--- config.mk ---
export PLATFORM = sky130hd
export DESIGN_NAME = accel_offset_calibration_flat
export DESIGN_NICKNAME = d
export VERILOG_FILES = /design/src/hw/rtl/acal_pkg.sv /design/src/hw/rtl/acal_if.sv /design/src/hw/rtl/acal_cfg_regs.sv /design/src/hw/rtl/acal_in_stage.sv /design/src/hw/rtl/acal_core.sv /design/src/hw/rtl/accel_offset_calibration.sv /design/src/flat_wrapper.sv
export SDC_FILE = /design/constraint.sdc
export NUM_CORES = 1
export LEC_CHECK = 0
export ABC_AREA = 0
export BUFFER_PORTS_ARGS = -buffer_cell sky130_fd_sc_hd__buf_2
export CORE_ASPECT_RATIO = 0.6
export CORE_MARGIN = 2
export CORE_UTILIZATION = 25
export DETAILED_ROUTE_END_ITERATION = 8
export PLACE_DENSITY_LB_ADDON = 0.25
export SETUP_SLACK_MARGIN = 0.02
export SLEW_MARGIN = 20
export SYNTH_ARGS = -nofsm -noshare
export SYNTH_HDL_FRONTEND = slang
export SYNTH_SLANG_ARGS = --single-unit
--- constraint.sdc ---
create_clock -name clk -period 5.4 [get_ports clk]
set_input_delay 1.08 -clock clk [delete_from_list [all_inputs] [get_ports clk]]
set_output_delay 1.08 -clock clk [all_outputs]
set_load 0.05 [all_outputs]
--- src/hw/rtl/acal_pkg.sv ---
package acal_pkg;

    localparam int ADC_BITS     = 10;
    localparam int CAL_SHIFT    = 5;
    localparam int OUT_BITS     = ADC_BITS + 1;
    localparam int SUM_BITS     = ADC_BITS + CAL_SHIFT;
    localparam int OP_BITS      = 2;
    localparam int STATUS_BITS  = 3;
    localparam int ORIENT_BITS  = 2;
    localparam int NUM_ORIENT   = 4;
    localparam int CFG_IDX_BITS = 3;

    typedef logic [ADC_BITS-1:0]        adc_t;
    typedef logic signed [OUT_BITS-1:0] out_t;
    typedef logic [SUM_BITS-1:0]        sum_t;
    typedef logic [CAL_SHIFT-1:0]       count_t;
    typedef logic [OP_BITS-1:0]         op_code_t;
    typedef logic [STATUS_BITS-1:0]     status_t;
    typedef logic [ORIENT_BITS-1:0]     orient_t;
    typedef logic [CFG_IDX_BITS-1:0]    cfg_idx_t;

    localparam op_code_t OP_MEASURE  = op_code_t'(0);
    localparam op_code_t OP_NORMAL   = op_code_t'(1);
    localparam op_code_t OP_INVERTED = op_code_t'(2);

    localparam status_t ST_MEASURED     = status_t'(0);
    localparam status_t ST_SAMPLE_TAKEN = status_t'(1);
    localparam status_t ST_NORMAL_DONE  = status_t'(2);
    localparam status_t ST_INV_DONE     = status_t'(3);
    localparam status_t ST_NOT_INVERTED = status_t'(4);
    localparam status_t ST_IGNORED      = status_t'(5);

    localparam cfg_idx_t REG_ORIENTATION = cfg_idx_t'(0);
    localparam cfg_idx_t REG_MID_FORWARD = cfg_idx_t'(1);
    localparam cfg_idx_t REG_MID_VERT    = cfg_idx_t'(2);
    localparam cfg_idx_t REG_MID_UPSIDE  = cfg_idx_t'(3);
    localparam cfg_idx_t REG_MID_AFT     = cfg_idx_t'(4);

    typedef enum logic [1:0] {
        CAL_NONE     = 2'd0,
        CAL_NORMAL   = 2'd1,
        CAL_INVERTED = 2'd2
    } cal_kind_t;

    // negate flags per orientation: {roll, pitch, yaw}
    localparam logic [NUM_ORIENT-1:0][2:0] POL_NEG = {3'b110, 3'b101, 3'b011, 3'b000};

    localparam logic [NUM_ORIENT-1:0][ADC_BITS-1:0] DEF_MID_RESET = {
        ADC_BITS'(640), ADC_BITS'(640), ADC_BITS'(615), ADC_BITS'(640)
    };

    typedef struct packed {
        orient_t                            orientation;
        logic [NUM_ORIENT-1:0][ADC_BITS-1:0] def_mid;
    } cfg_t;

    typedef struct packed {
        logic     valid;
        op_code_t op;
        adc_t     raw_pitch;
        adc_t     raw_roll;
        adc_t     raw_yaw;
    } item_t;

endpackage

--- src/hw/rtl/acal_if.sv ---
interface acal_in_if;
    import acal_pkg::*;

    logic     valid;
    logic     ready;
    op_code_t op;
    adc_t     raw_pitch;
    adc_t     raw_roll;
    adc_t     raw_yaw;

    modport source (output valid, output op, output raw_pitch, output raw_roll,
                    output raw_yaw, input ready);
    modport sink   (input valid, input op, input raw_pitch, input raw_roll,
                    input raw_yaw, output ready);
endinterface

interface acal_out_if;
    import acal_pkg::*;

    logic    valid;
    logic    ready;
    out_t    roll_out;
    out_t    pitch_out;
    out_t    yaw_out;
    adc_t    roll_zero;
    adc_t    pitch_zero;
    adc_t    yaw_zero;
    status_t status;

    modport source (output valid, output roll_out, output pitch_out, output yaw_out,
                    output roll_zero, output pitch_zero, output yaw_zero,
                    output status, input ready);
    modport sink   (input valid, input roll_out, input pitch_out, input yaw_out,
                    input roll_zero, input pitch_zero, input yaw_zero,
                    input status, output ready);
endinterface

--- src/hw/rtl/acal_cfg_regs.sv ---
module acal_cfg_regs (
    input  logic                   clk,
    input  logic                   rst_n,
    input  logic                   cfg_wr_en,
    input  acal_pkg::cfg_idx_t     cfg_index,
    input  acal_pkg::adc_t         cfg_data,
    output acal_pkg::cfg_t         cfg
);
    import acal_pkg::*;

    cfg_t cfg_reg;
    cfg_t cfg_next;

    always_comb
    begin
        cfg_next = cfg_reg;
        if (cfg_wr_en)
        begin
            unique case (cfg_index)
                REG_ORIENTATION: cfg_next.orientation = cfg_data[ORIENT_BITS-1:0];
                REG_MID_FORWARD: cfg_next.def_mid[0]  = cfg_data;
                REG_MID_VERT:    cfg_next.def_mid[1]  = cfg_data;
                REG_MID_UPSIDE:  cfg_next.def_mid[2]  = cfg_data;
                REG_MID_AFT:     cfg_next.def_mid[3]  = cfg_data;
                default:         cfg_next = cfg_reg;
            endcase
        end
    end

    always_ff @(posedge clk or negedge rst_n)
    begin
        if (!rst_n)
        begin
            cfg_reg.orientation <= '0;
            cfg_reg.def_mid     <= DEF_MID_RESET;
        end
        else
        begin
            cfg_reg <= cfg_next;
        end
    end

    assign cfg = cfg_reg;

endmodule

--- src/hw/rtl/acal_in_stage.sv ---
module acal_in_stage (
    input  logic            clk,
    input  logic            rst_n,
    acal_in_if.sink         feed,
    input  logic            core_ready,
    output acal_pkg::item_t item
);
    import acal_pkg::*;

    logic     valid_reg;
    op_code_t op_reg;
    adc_t     pitch_reg;
    adc_t     roll_reg;
    adc_t     yaw_reg;
    logic     take;

    assign take       = !valid_reg || core_ready;
    assign feed.ready = take;

    always_ff @(posedge clk or negedge rst_n)
    begin
        if (!rst_n)
        begin
            valid_reg <= 1'b0;
        end
        else if (take)
        begin
            valid_reg <= feed.valid;
        end
    end

    always_ff @(posedge clk)
    begin
        if (take && feed.valid)
        begin
            op_reg    <= feed.op;
            pitch_reg <= feed.raw_pitch;
            roll_reg  <= feed.raw_roll;
            yaw_reg   <= feed.raw_yaw;
        end
    end

    assign item = {valid_reg, op_reg, pitch_reg, roll_reg, yaw_reg};

endmodule

--- src/hw/rtl/acal_core.sv ---
module acal_core (
    input  logic            clk,
    input  logic            rst_n,
    input  acal_pkg::cfg_t  cfg,
    input  acal_pkg::item_t item,
    output logic            core_ready,
    acal_out_if.source      result
);
    import acal_pkg::*;

    adc_t      zero_roll_reg, zero_pitch_reg, zero_yaw_reg, upright_yaw_reg;
    adc_t      zero_roll_next, zero_pitch_next, zero_yaw_next, upright_yaw_next;
    logic      normal_done_reg, inverted_done_reg;
    logic      normal_done_next, inverted_done_next;
    count_t    count_reg, count_next;
    cal_kind_t kind_reg, kind_next;
    sum_t      sum_roll_reg, sum_pitch_reg, sum_yaw_reg;
    sum_t      sum_roll_next, sum_pitch_next, sum_yaw_next;

    logic      out_valid_reg;
    out_t      roll_out_reg, pitch_out_reg, yaw_out_reg;
    status_t   status_reg;
    out_t      roll_v, pitch_v, yaw_v;
    status_t   status_v;

    logic      take;
    logic      keep_n, keep_i;
    count_t    cnt_n, cnt_i;
    sum_t      acc_roll, acc_pitch, acc_yaw_n, acc_yaw_i;
    out_t      d_roll, d_pitch, d_yaw;
    adc_t      avg_inv, dm;
    logic      yaw_neg, is_inv;
    out_t      half_diff, half, new_yaw;

    assign core_ready = !out_valid_reg || result.ready;
    assign take       = item.valid && core_ready;

    always_comb
    begin
        keep_n    = (kind_reg == CAL_NORMAL);
        keep_i    = (kind_reg == CAL_INVERTED);
        cnt_n     = keep_n ? count_reg : '0;
        cnt_i     = keep_i ? count_reg : '0;
        acc_roll  = (keep_n ? sum_roll_reg : '0) + SUM_BITS'(item.raw_roll);
        acc_pitch = (keep_n ? sum_pitch_reg : '0) + SUM_BITS'(item.raw_pitch);
        acc_yaw_n = (keep_n ? sum_yaw_reg : '0) + SUM_BITS'(item.raw_yaw);
        acc_yaw_i = (keep_i ? sum_yaw_reg : '0) + SUM_BITS'(item.raw_yaw);

        d_roll  = $signed({1'b0, item.raw_roll}) - $signed({1'b0, zero_roll_reg});
        d_pitch = $signed({1'b0, item.raw_pitch}) - $signed({1'b0, zero_pitch_reg});
        d_yaw   = $signed({1'b0, item.raw_yaw}) - $signed({1'b0, zero_yaw_reg});

        avg_inv   = acc_yaw_i[SUM_BITS-1:CAL_SHIFT];
        dm        = cfg.def_mid[cfg.orientation];
        yaw_neg   = POL_NEG[cfg.orientation][0];
        is_inv    = yaw_neg ? (avg_inv > dm) : (avg_inv < dm);
        half_diff = $signed({1'b0, upright_yaw_reg}) - $signed({1'b0, avg_inv});
        half      = half_diff >>> 1;
        new_yaw   = $signed({1'b0, upright_yaw_reg}) - half;
    end

    always_comb
    begin
        zero_roll_next     = zero_roll_reg;
        zero_pitch_next    = zero_pitch_reg;
        zero_yaw_next      = zero_yaw_reg;
        upright_yaw_next   = upright_yaw_reg;
        normal_done_next   = normal_done_reg;
        inverted_done_next = inverted_done_reg;
        count_next         = '0;
        kind_next          = CAL_NONE;
        sum_roll_next      = '0;
        sum_pitch_next     = '0;
        sum_yaw_next       = '0;
        roll_v             = '0;
        pitch_v            = '0;
        yaw_v              = '0;
        status_v           = ST_IGNORED;

        priority if (item.op == OP_MEASURE)
        begin
            roll_v   = POL_NEG[cfg.orientation][2] ? -d_roll : d_roll;
            pitch_v  = POL_NEG[cfg.orientation][1] ? -d_pitch : d_pitch;
            yaw_v    = yaw_neg ? -d_yaw : d_yaw;
            status_v = ST_MEASURED;
            if (!inverted_done_reg)
            begin
                zero_yaw_next = dm;
            end
        end
        else if (item.op == OP_NORMAL)
        begin
            if (&cnt_n)
            begin
                zero_roll_next     = acc_roll[SUM_BITS-1:CAL_SHIFT];
                zero_pitch_next    = acc_pitch[SUM_BITS-1:CAL_SHIFT];
                zero_yaw_next      = acc_yaw_n[SUM_BITS-1:CAL_SHIFT];
                upright_yaw_next   = acc_yaw_n[SUM_BITS-1:CAL_SHIFT];
                normal_done_next   = 1'b1;
                inverted_done_next = 1'b0;
                status_v           = ST_NORMAL_DONE;
            end
            else
            begin
                kind_next      = CAL_NORMAL;
                count_next     = cnt_n + count_t'(1);
                sum_roll_next  = acc_roll;
                sum_pitch_next = acc_pitch;
                sum_yaw_next   = acc_yaw_n;
                status_v       = ST_SAMPLE_TAKEN;
            end
        end
        else if (item.op == OP_INVERTED && normal_done_reg)
        begin
            if (&cnt_i)
            begin
                if (is_inv)
                begin
                    zero_yaw_next      = new_yaw[ADC_BITS-1:0];
                    inverted_done_next = 1'b1;
                    normal_done_next   = 1'b0;
                    status_v           = ST_INV_DONE;
                end
                else
                begin
                    status_v = ST_NOT_INVERTED;
                end
            end
            else
            begin
                kind_next    = CAL_INVERTED;
                count_next   = cnt_i + count_t'(1);
                sum_yaw_next = acc_yaw_i;
                status_v     = ST_SAMPLE_TAKEN;
            end
        end
        else
        begin
            status_v = ST_IGNORED;
        end
    end

    always_ff @(posedge clk or negedge rst_n)
    begin
        if (!rst_n)
        begin
            zero_roll_reg     <= '0;
            zero_pitch_reg    <= '0;
            zero_yaw_reg      <= '0;
            upright_yaw_reg   <= '0;
            normal_done_reg   <= 1'b0;
            inverted_done_reg <= 1'b0;
            count_reg         <= '0;
            kind_reg          <= CAL_NONE;
            sum_roll_reg      <= '0;
            sum_pitch_reg     <= '0;
            sum_yaw_reg       <= '0;
            out_valid_reg     <= 1'b0;
        end
        else
        begin
            if (take)
            begin
                zero_roll_reg     <= zero_roll_next;
                zero_pitch_reg    <= zero_pitch_next;
                zero_yaw_reg      <= zero_yaw_next;
                upright_yaw_reg   <= upright_yaw_next;
                normal_done_reg   <= normal_done_next;
                inverted_done_reg <= inverted_done_next;
                count_reg         <= count_next;
                kind_reg          <= kind_next;
                sum_roll_reg      <= sum_roll_next;
                sum_pitch_reg     <= sum_pitch_next;
                sum_yaw_reg       <= sum_yaw_next;
            end
            if (core_ready)
            begin
                out_valid_reg <= item.valid;
            end
        end
    end

    always_ff @(posedge clk)
    begin
        if (take)
        begin
            roll_out_reg  <= roll_v;
            pitch_out_reg <= pitch_v;
            yaw_out_reg   <= yaw_v;
            status_reg    <= status_v;
        end
    end

    assign result.valid      = out_valid_reg;
    assign result.roll_out   = roll_out_reg;
    assign result.pitch_out  = pitch_out_reg;
    assign result.yaw_out    = yaw_out_reg;
    assign result.roll_zero  = zero_roll_reg;
    assign result.pitch_zero = zero_pitch_reg;
    assign result.yaw_zero   = zero_yaw_reg;
    assign result.status     = status_reg;

endmodule

--- src/hw/rtl/accel_offset_calibration.sv ---
// Three-axis accelerometer conditioner with zero-offset calibration.
// feed:   one beat per sample set: op, raw_pitch, raw_roll, raw_yaw.
//         op measure gives corrected signed axes; op normal and op inverted each take
//         one calibration sample (inverted only after normal is done); 32 samples finish a calibration.
// result: one beat per feed beat: corrected axes (zero unless measuring),
//         the stored zeros after that beat, and a status code.
// cfg_*:  write port for orientation and the four default yaw mid values;
//         write only while no beat is in flight.
// Path: a feed beat accepted on feed lands in the input register, then goes
//         through the state update into the result register.
// Throughput: one beat per cycle while result.ready is high; the state update
//         is one short add, shift and compare between the input and result registers.
// Reset: zeros, sums, counts and flags clear; orientation is forward and the
//         default yaw mids are 640, 615, 640, 640.
// Stall: a held result keeps feed.ready high until the input register is
//         also full; then feed waits until result.ready frees the chain.
module accel_offset_calibration (
    input  logic                 clk,
    input  logic                 rst_n,
    input  logic                 cfg_wr_en,
    input  acal_pkg::cfg_idx_t   cfg_index,
    input  acal_pkg::adc_t       cfg_data,
    acal_in_if.sink              feed,
    acal_out_if.source           result
);
    import acal_pkg::*;

    cfg_t  cfg;
    item_t item;
    logic  core_ready;

    acal_cfg_regs u_cfg (
        .clk       (clk),
        .rst_n     (rst_n),
        .cfg_wr_en (cfg_wr_en),
        .cfg_index (cfg_index),
        .cfg_data  (cfg_data),
        .cfg       (cfg)
    );

    acal_in_stage u_in (
        .clk        (clk),
        .rst_n      (rst_n),
        .feed       (feed),
        .core_ready (core_ready),
        .item       (item)
    );

    acal_core u_core (
        .clk        (clk),
        .rst_n      (rst_n),
        .cfg        (cfg),
        .item       (item),
        .core_ready (core_ready),
        .result     (result)
    );

`ifndef SYNTH
    a_full_when_blocked : assert property (@(posedge clk) disable iff (!rst_n)
        !feed.ready |-> (result.valid && item.valid))
        else $error("feed blocked with a free stage");

    a_axes_zero_unless_measure : assert property (@(posedge clk) disable iff (!rst_n)
        (result.valid && result.status != ST_MEASURED) |->
        (result.roll_out == '0 && result.pitch_out == '0 && result.yaw_out == '0))
        else $error("non-zero axes on a calibration result");

    a_status_code : assert property (@(posedge clk) disable iff (!rst_n)
        result.valid |-> (result.status <= ST_IGNORED))
        else $error("status code out of range");

    a_beat_advances : assert property (@(posedge clk) disable iff (!rst_n)
        (item.valid && core_ready) |=> result.valid)
        else $error("accepted beat lost before result register");
`endif

endmodule

--- src/flat_wrapper.sv ---
// flat-port wrapper written by rule: the top's interface ports become plain ports
module accel_offset_calibration_flat import acal_pkg::*;
  (clk, rst_n, cfg_wr_en, cfg_index, cfg_data, feed_valid, feed_op, feed_raw_pitch, feed_raw_roll, feed_raw_yaw, feed_ready, result_valid, result_roll_out, result_pitch_out, result_yaw_out, result_roll_zero, result_pitch_zero, result_yaw_zero, result_status, result_ready);
  acal_in_if feed_i ();
  acal_out_if result_i ();
  input  logic clk;
  input  logic rst_n;
  input  logic cfg_wr_en;
  input  acal_pkg::cfg_idx_t cfg_index;
  input  acal_pkg::adc_t cfg_data;
  input wire logic [$bits(feed_i.valid)-1:0] feed_valid;
  input wire logic [$bits(feed_i.op)-1:0] feed_op;
  input wire logic [$bits(feed_i.raw_pitch)-1:0] feed_raw_pitch;
  input wire logic [$bits(feed_i.raw_roll)-1:0] feed_raw_roll;
  input wire logic [$bits(feed_i.raw_yaw)-1:0] feed_raw_yaw;
  output wire logic [$bits(feed_i.ready)-1:0] feed_ready;
  output wire logic [$bits(result_i.valid)-1:0] result_valid;
  output wire logic [$bits(result_i.roll_out)-1:0] result_roll_out;
  output wire logic [$bits(result_i.pitch_out)-1:0] result_pitch_out;
  output wire logic [$bits(result_i.yaw_out)-1:0] result_yaw_out;
  output wire logic [$bits(result_i.roll_zero)-1:0] result_roll_zero;
  output wire logic [$bits(result_i.pitch_zero)-1:0] result_pitch_zero;
  output wire logic [$bits(result_i.yaw_zero)-1:0] result_yaw_zero;
  output wire logic [$bits(result_i.status)-1:0] result_status;
  input wire logic [$bits(result_i.ready)-1:0] result_ready;
  assign feed_i.valid = feed_valid;
  assign feed_i.op = feed_op;
  assign feed_i.raw_pitch = feed_raw_pitch;
  assign feed_i.raw_roll = feed_raw_roll;
  assign feed_i.raw_yaw = feed_raw_yaw;
  assign feed_ready = feed_i.ready;
  assign result_valid = result_i.valid;
  assign result_roll_out = result_i.roll_out;
  assign result_pitch_out = result_i.pitch_out;
  assign result_yaw_out = result_i.yaw_out;
  assign result_roll_zero = result_i.roll_zero;
  assign result_pitch_zero = result_i.pitch_zero;
  assign result_yaw_zero = result_i.yaw_zero;
  assign result_status = result_i.status;
  assign result_i.ready = result_ready;
  accel_offset_calibration u_core (.clk(clk), .rst_n(rst_n), .cfg_wr_en(cfg_wr_en), .cfg_index(cfg_index), .cfg_data(cfg_data), .feed(feed_i), .result(result_i));
endmodule
# --- Word level (Yosys, flattened, before mapping) ---
# Index checks and enable logic that the tools add are counted.
word_totals:
  regBits: 206
  in_bits: 50
  out_inout_bits: 68
  word_cells: 137
classes:
  addsub: 14
  order_cmp: 3
  n_eq_ne: 11
  n_mux: 57
  bitwise_logic: 1
  reduce_logical: 25
ops:
  columns: ["cell", "n"]
  rows:
  - ["$mux W15", 15]
  - ["$mux W10", 8]
  - ["$add A15 B10 Y15", 4]
  - ["$sub A10 B10 Y11", 4]
  - ["$mux W5", 7]
  - ["$mux W11", 3]
  - ["$neg A11 Y11", 3]
  - ["$bmux W10 S2", 1]
  - ["$mux W3", 5]
  - ["$mux W1", 12]
  - ["$reduce_and A6 Y1", 2]
  - ["$add A5 B1 Y5 const B", 2]
  - ["$gt A10 B10 Y1", 1]
  - ["$lt A10 B10 Y1", 1]
  - ["$mux W2", 5]
  - ["$reduce_and A2 Y1", 5]
  - ["$reduce_and A5 Y1", 2]
  - ["$sub A10 B10 Y10", 1]
  - ["$reduce_bool A3 Y1", 3]
  - ["$reduce_and A8 Y1", 1]
  - ["$bmux W3 S2", 1]
  - ["$eq A3 B2 Y1 const B", 2]
  - ["$reduce_bool A2 Y1", 3]
  - ["$eq A2 B1 Y1 const B", 2]
  - ["other kinds (13)", 18]

# --- Longest topological paths before layout ---
logic_depth:
  ltp_word: 10
  mapped_depth: 26
  mapped_depth_nobuf: 24

# --- Modules after synthesis ---
# From an unflattened synthesis, not the netlist that was laid out.
unflattened:
  cells_unflattened: 1399
  hier_area_um2: 13705.6
modules_own_cells:
  columns: ["module", "n_inst", "cells_each", "area_per_inst_um2", "seq_area_each_um2"]
  rows:
  - ["acal_core", 1, 1269, 11050.6, 3458.3]
  - ["acal_cfg_regs", 1, 93, 1632.8, 1066.0]
  - ["acal_in_stage", 1, 37, 1022.2, 985.9]

# --- Least setup slack after synthesis ---
# Ideal clock, no wire load.
synth_timing:
  kind: "register to register"
  startpoint: "register u_core.u_core.kind_reg[1]"
  endpoint: "register u_core.u_core.zero_yaw_reg[8], in the netlist u_core.u_core.result.yaw_zero[8]"
  setup_ps: 122
  arrival_time_ps: 5265
  t_required_ps: 5278
  setup_slack_ps: 13
  path_stages_with_launch: 25
  n_path_buf: 2
  period_less_slack_ps: 5387
  path_cell_list: "dfrtp_1 > nor2b_1 > clkbuf_1 > clkbuf_1 > and2_1 > ha_1 > fa_1 > a211oi_1 > nor2_1 > o21a_1 > nor2_1 > xnor2_1 > inv_1 > fa_1 > a21o_1 > maj3_1 > a21o_1 > a21oi_1 > xor2_1 > ha_1 > o21a_1 > o41ai_1 > xnor2_1 > a221o_1 > a2bb2oi_1"
synth_via:
  elab_chain_len: 10
  word_cells_on_any_way: 25
  classes_between: "add/sub (4); order compare (2); eq/ne (3); mux (11); reduce/logical (5)"
synth_lines:
  columns: ["item", "line", "rtl"]
  rows:
  - ["from (decl)", "acal_core.sv:16", "cal_kind_t kind_reg, kind_next;"]
  - ["from (signal assigned)", "acal_core.sv:171", "kind_reg <= kind_next;"]
  - ["$eq A2 B2 Y1", "acal_core.sv:41", "keep_i = (kind_reg == CAL_INVERTED);"]
  - ["$mux W15", "acal_core.sv:47", "acc_yaw_i = (keep_i ? sum_yaw_reg : '0) + SUM_BITS'(item.raw_yaw);"]
  - ["$add A15 B10 Y15", "acal_core.sv:47", null]
  - ["$sub A10 B10 Y11", "acal_core.sv:57", "half_diff = $signed({1'b0, upright_yaw_reg}) - $signed({1'b0, avg_inv});"]
  - ["$sub A10 B10 Y10", "acal_core.sv:59", "new_yaw = $signed({1'b0, upright_yaw_reg}) - half;"]
  - ["$mux W10", "acal_core.sv:117", "if (is_inv)"]
  - ["$mux W10", "acal_core.sv:115", "if (&cnt_i)"]
  - ["$mux W10", "acal_core.sv:113", "else if (item.op == OP_INVERTED && normal_done_reg)"]
  - ["$mux W10", "acal_core.sv:91", "else if (item.op == OP_NORMAL)"]
  - ["$mux W10", "acal_core.sv:80", "priority if (item.op == OP_MEASURE)"]
  - ["to (signal assigned)", "acal_core.sv:166", "zero_yaw_reg <= zero_yaw_next;"]
  - ["to (decl)", "acal_core.sv:11", "adc_t zero_roll_reg, zero_pitch_reg, zero_yaw_reg, upright_yaw_reg;"]
# Several ways; a longest one is shown, not always the timed one. The select of a mux whose other input is x is not followed.
# A chain may end at the register's enable or synchronous reset.

# --- Worst setup path after layout ---
layout_timing:
  startpoint: "register u_core.u_core.kind_reg[1]"
  endpoint: "register u_core.u_core.zero_yaw_reg[9], in the netlist u_core.u_core.result.yaw_zero[9]"
# Same word-level chain as after synthesis.

==> flow_summary_export.csv <==
group,metric,value,unit
placement,place_hpwl,30400,um
worst_setup_path,worstReg2RegStart,"u_core.u_core.kind_reg[1]$_DFFE_PN0P_",
cells_and_area,largest_register_ffs,42,
timing,rsz0062_at_grt,"no",
drt,vias,10500,
worst_setup_path,cp_max_fo,7,
clock_tree,path_clk_slew,70,ps
die,die_w,306,um
synth,seq_area_frac_synth,40.4,%
timing,timing.final.crit_share,95.3,%
synth,synth_cell_type_count,82,
clock_tree,worstSkewPairLatency,550,ps
worst_setup_path,cp-start-kind,"flop",
clock_tree,htreeDepth,1,
global_route,grt_pass1_vias,10400,
die,core,0.0540,sq mm
worst_setup_path,crit_required,5880,ps
timing,skew,16.0,ps
synth,synth_edf_count,68,
global_route,antenna_found_initial,0,
synth,synth-seq-cells,206,
die,num_rows,66,
hold_path,whs_endpoint,"u_core.u_core.sum_pitch_reg[3]$_DFFE_PN0P_",
drt,drtPass1Iterations,5,
timing,tightest_slew,1100,ps
worst_setup_path,slowest_stage,"dfrtp_1",
hold_path,holdPathStages,2,
clock_tree,cts_tree,"yes",
synth,yosysTopAreaCell,"dfrtp_1",
global_route,grt_max_degree,76,
timing,slew_violations,0,
clock_tree,cts_buffers,26,
drt,ant_nets,0,
clock_tree,cts_root_buffer,"clkbuf_16",
clock_tree,cts.path.max_buffers,3,
worst_setup_path,worst-r2r-cell-count,24,
synth,syn_area_per_cell,9.99,sq um
timing,slew_headroom,26.2,%
synth,synth_warnings,0,
timing,fmax,194,MHz
drt,wl_per_cell,18.1,um
synth,synth_top_area_share,23.1,%
cells_and_area,drive_gt1_share,21.3,%
power_and_ir_drop,power_density,336,mW/mm^2
worst_setup_path,crit_chain,"nor2b_4 -> and2_1 -> ha_1 -> buf_4 -> a211oi_2 -> o21a_1 -> o21bai_1 -> a211o_1 -> a41oi_1 -> buf_4 -> nor2b_1 -> xnor2_1 -> nand2b_1 -> ha_1 -> and3_1 -> a31o_2 -> xnor2_1 -> ha_1 -> nor3_2 -> o211ai_1 -> a31o_2 -> a21oi_1 -> xnor3_1 -> o21ai_1",
synth,synthCells,1365,
cells_and_area,layout_commonest_cell,"dfrtp_1",
timing,finalHoldViolations,0,
cells_and_area,final_util,30.0,%
cells_and_area,syn_to_final_growth,18.7,%
worst_setup_path,reg2reg_slack,250,ps
power_and_ir_drop,p_leak,7.04,nW
worst_setup_path,crit_type,"flop to flop",
synth,synthArstFlopShare,67.0,%
drt,vias_per_cell,4.70,
clock_tree,cts_sinks,206,
placement,place_congestion,0.857,
global_route,grt_overflow_total,0,
hold_path,hp-start,"u_core.u_core.sum_pitch_reg[3]$_DFFE_PN0P_",
timing,post-route-min-period,5150,ps
worst_setup_path,rr_endpoint,"u_core.u_core.result.yaw_zero[9]$_DFFE_PN0P_",
drt,wirelength,40600,um
worst_setup_path,cp.arrival,5630,ps
worst_setup_path,critPathMaxStageDelay,380,ps
worst_setup_path,end_kind,"flop",
synth,synth-main-ff-cell,"dfrtp_1",
synth,synth.area.top_cells,"dfrtp_1 23%, edfxtp_1 15%, ha_1 9.5%, mux2_2 4.7%, xnor2_1 4.2%",
synth,syn_nets,1528,
die,die_y,185,um
die,num_io_pins,118,
timing,hold-worst-slack,470,ps
die,dieArea,0.0565,sq mm
global_route,grt_pass1_wl,63400,um
synth,syn_area,0.0136,sq mm
hold_path,hp-class,"flop to flop",
placement,portBuffers,117,
power_and_ir_drop,ir_drop,0.238,mV
run,maxCapViolCount,0,
drt,post-route-drc-count,0,
timing,finalSetupViolations,0,
die,initial_core_util,25.2,%
cells_and_area,final_nets,1663,
global_route,grt_usage,14.3,%
clock_tree,holdBufCountCts,0,
status,status,"complete, no violations",
worst_setup_path,crit_path_frequent_cell,"ha_1",
cells_and_area,mostFrequentLayoutCells,"125 x dfrtp_1, 116 x buf_2, 108 x nor2_1",
drt,drt-initial-drc-count,786,
[critical path, delay by kind of cell (launching register included)]
kind,cells,cell delay [ps]
adder cells (fa/ha/maj),3,810
AND/OR/NAND/NOR,6,990
AO/OA/AOI/OAI,10,2080
XOR/XNOR,3,510
buffers and inverters,2,320
flip-flops,1,380
[per-layer routing]
layer / wire length [um] / vias up / share of wire, % / global-route usage (%)
li1: - / 5186 / - / -
met1: 22600 / 5084 / 56 / 23.0
met2: 15600 / 193 / 38 / 19.9
met3: 1720 / 40 / 4.2 / 2.13
met4: 647 / 0 / 1.6 / 2.64
met5: 0 / - / 0 / 0
[Yosys cell counts (7+ instances only)]
cell      number
nand4_1        8
xor2_1        41
clkbuf_1      37
nand2b_1      16
o211ai_1       8
a21o_1        20
o21ai_1       11
nand3_1       17
o21bai_1       8
fa_1           9
or3_1         18
edfxtp_1      68
nor2b_1       13
a22o_1        15
mux2i_1        8
a21oi_1       66
mux4_2         9
mux2_2        57
o21a_1        29
nand2_1      102
or2_2          7
a211oi_1      11
dfrtp_1      126
a211o_1        8
inv_1         86
o31ai_1       13
nor2_1       108
a221oi_1       8
dfstp_2       12
o21ai_0       73
ha_1         104
xnor2_1       66
nor3_1        25
and2_1        53
[worst max-delay path by stage]
stage	startpoint	end	slack, ps	cells past startpoint
floorplan	u_core.u_core.kind_reg[1]$_DFFE_PN0P_	u_core.u_core.result.yaw_zero[9]$_DFFE_PN0P_	40	25
global placement	u_core.u_core.kind_reg[1]$_DFFE_PN0P_	u_core.u_core.result.yaw_zero[9]$_DFFE_PN0P_	40	23
detailed placement	u_core.u_core.kind_reg[1]$_DFFE_PN0P_	u_core.u_core.result.yaw_zero[9]$_DFFE_PN0P_	-20	23
CTS	u_core.u_core.kind_reg[0]$_DFFE_PN0P_	u_core.u_core.result.yaw_zero[9]$_DFFE_PN0P_	40	23
global route	u_core.u_core.kind_reg[0]$_DFFE_PN0P_	u_core.u_core.result.yaw_zero[0]$_DFFE_PN0P_	10	20
finish	u_core.u_core.kind_reg[1]$_DFFE_PN0P_	u_core.u_core.result.yaw_zero[9]$_DFFE_PN0P_	250	24
[cell families (layout without fill, tap and decap cells)]
| group | count (synthesis) | count (layout) | share of synthesized area, % |
|---|---|---|---|
| buffers and inverters | 138 | 293 | 3.91 |
| DFF | 206 | 206 | 40.4 |
| and+or+nand+nor | 389 | 389 | 13.9 |
| other | 0 | 1 | 0 |
| AOI/OAI and AO/OA | 332 | 332 | 16.7 |
| adders and majority gates | 114 | 114 | 10.9 |
| xor gates and xnor gates | 108 | 108 | 7.04 |
| muxes | 78 | 78 | 7.11 |
[repair_timing]
action | CTS | global route
resized for setup | 2 | 10
pin swaps | 0 | 1
setup endpoints to repair | 1 | 13
setup buffers | 0 | 1
[layout make-up]
cell class              count  area [sq um]
diodes                      1          2.50
clock buffers              34           753
clock inverters            14           113
fillers                  5628         37800
inverters                  89           334
multi-input cells        1021          7680
flip-flops and latches    206          5510
well taps                 714           893
repair buffers            156           897
[power by group]
| part | switching, mW | total, mW | internal, mW |
|---|---|---|---|
| logic | 1.05 | 1.68 | 0.635 |
| registers | 0.148 | 1.98 | 1.83 |
| clock network | 0.738 | 1.77 | 1.03 |
[stage by stage]
stage / power, mW / TNS, ps / std cells / setup WS [ps] / instance area (sq um)
2_1_floorplan: 3.19 / 0 / 1365 / 41.0 / 13600
3_3_place_gp: 3.67 / 0 / 2185 / 43.6 / 15300
3_5_place_dp: 3.69 / -21.0 / 2185 / -21.0 / 15300
4_1_cts: 5.51 / 0 / 2233 / 44.0 / 16100
5_1_grt: 5.77 / 0 / 2234 / 10.9 / 16200
6_report: 5.44 / 0 / 2235 / 252 / 16200
(Power assumes the default switching activity.)
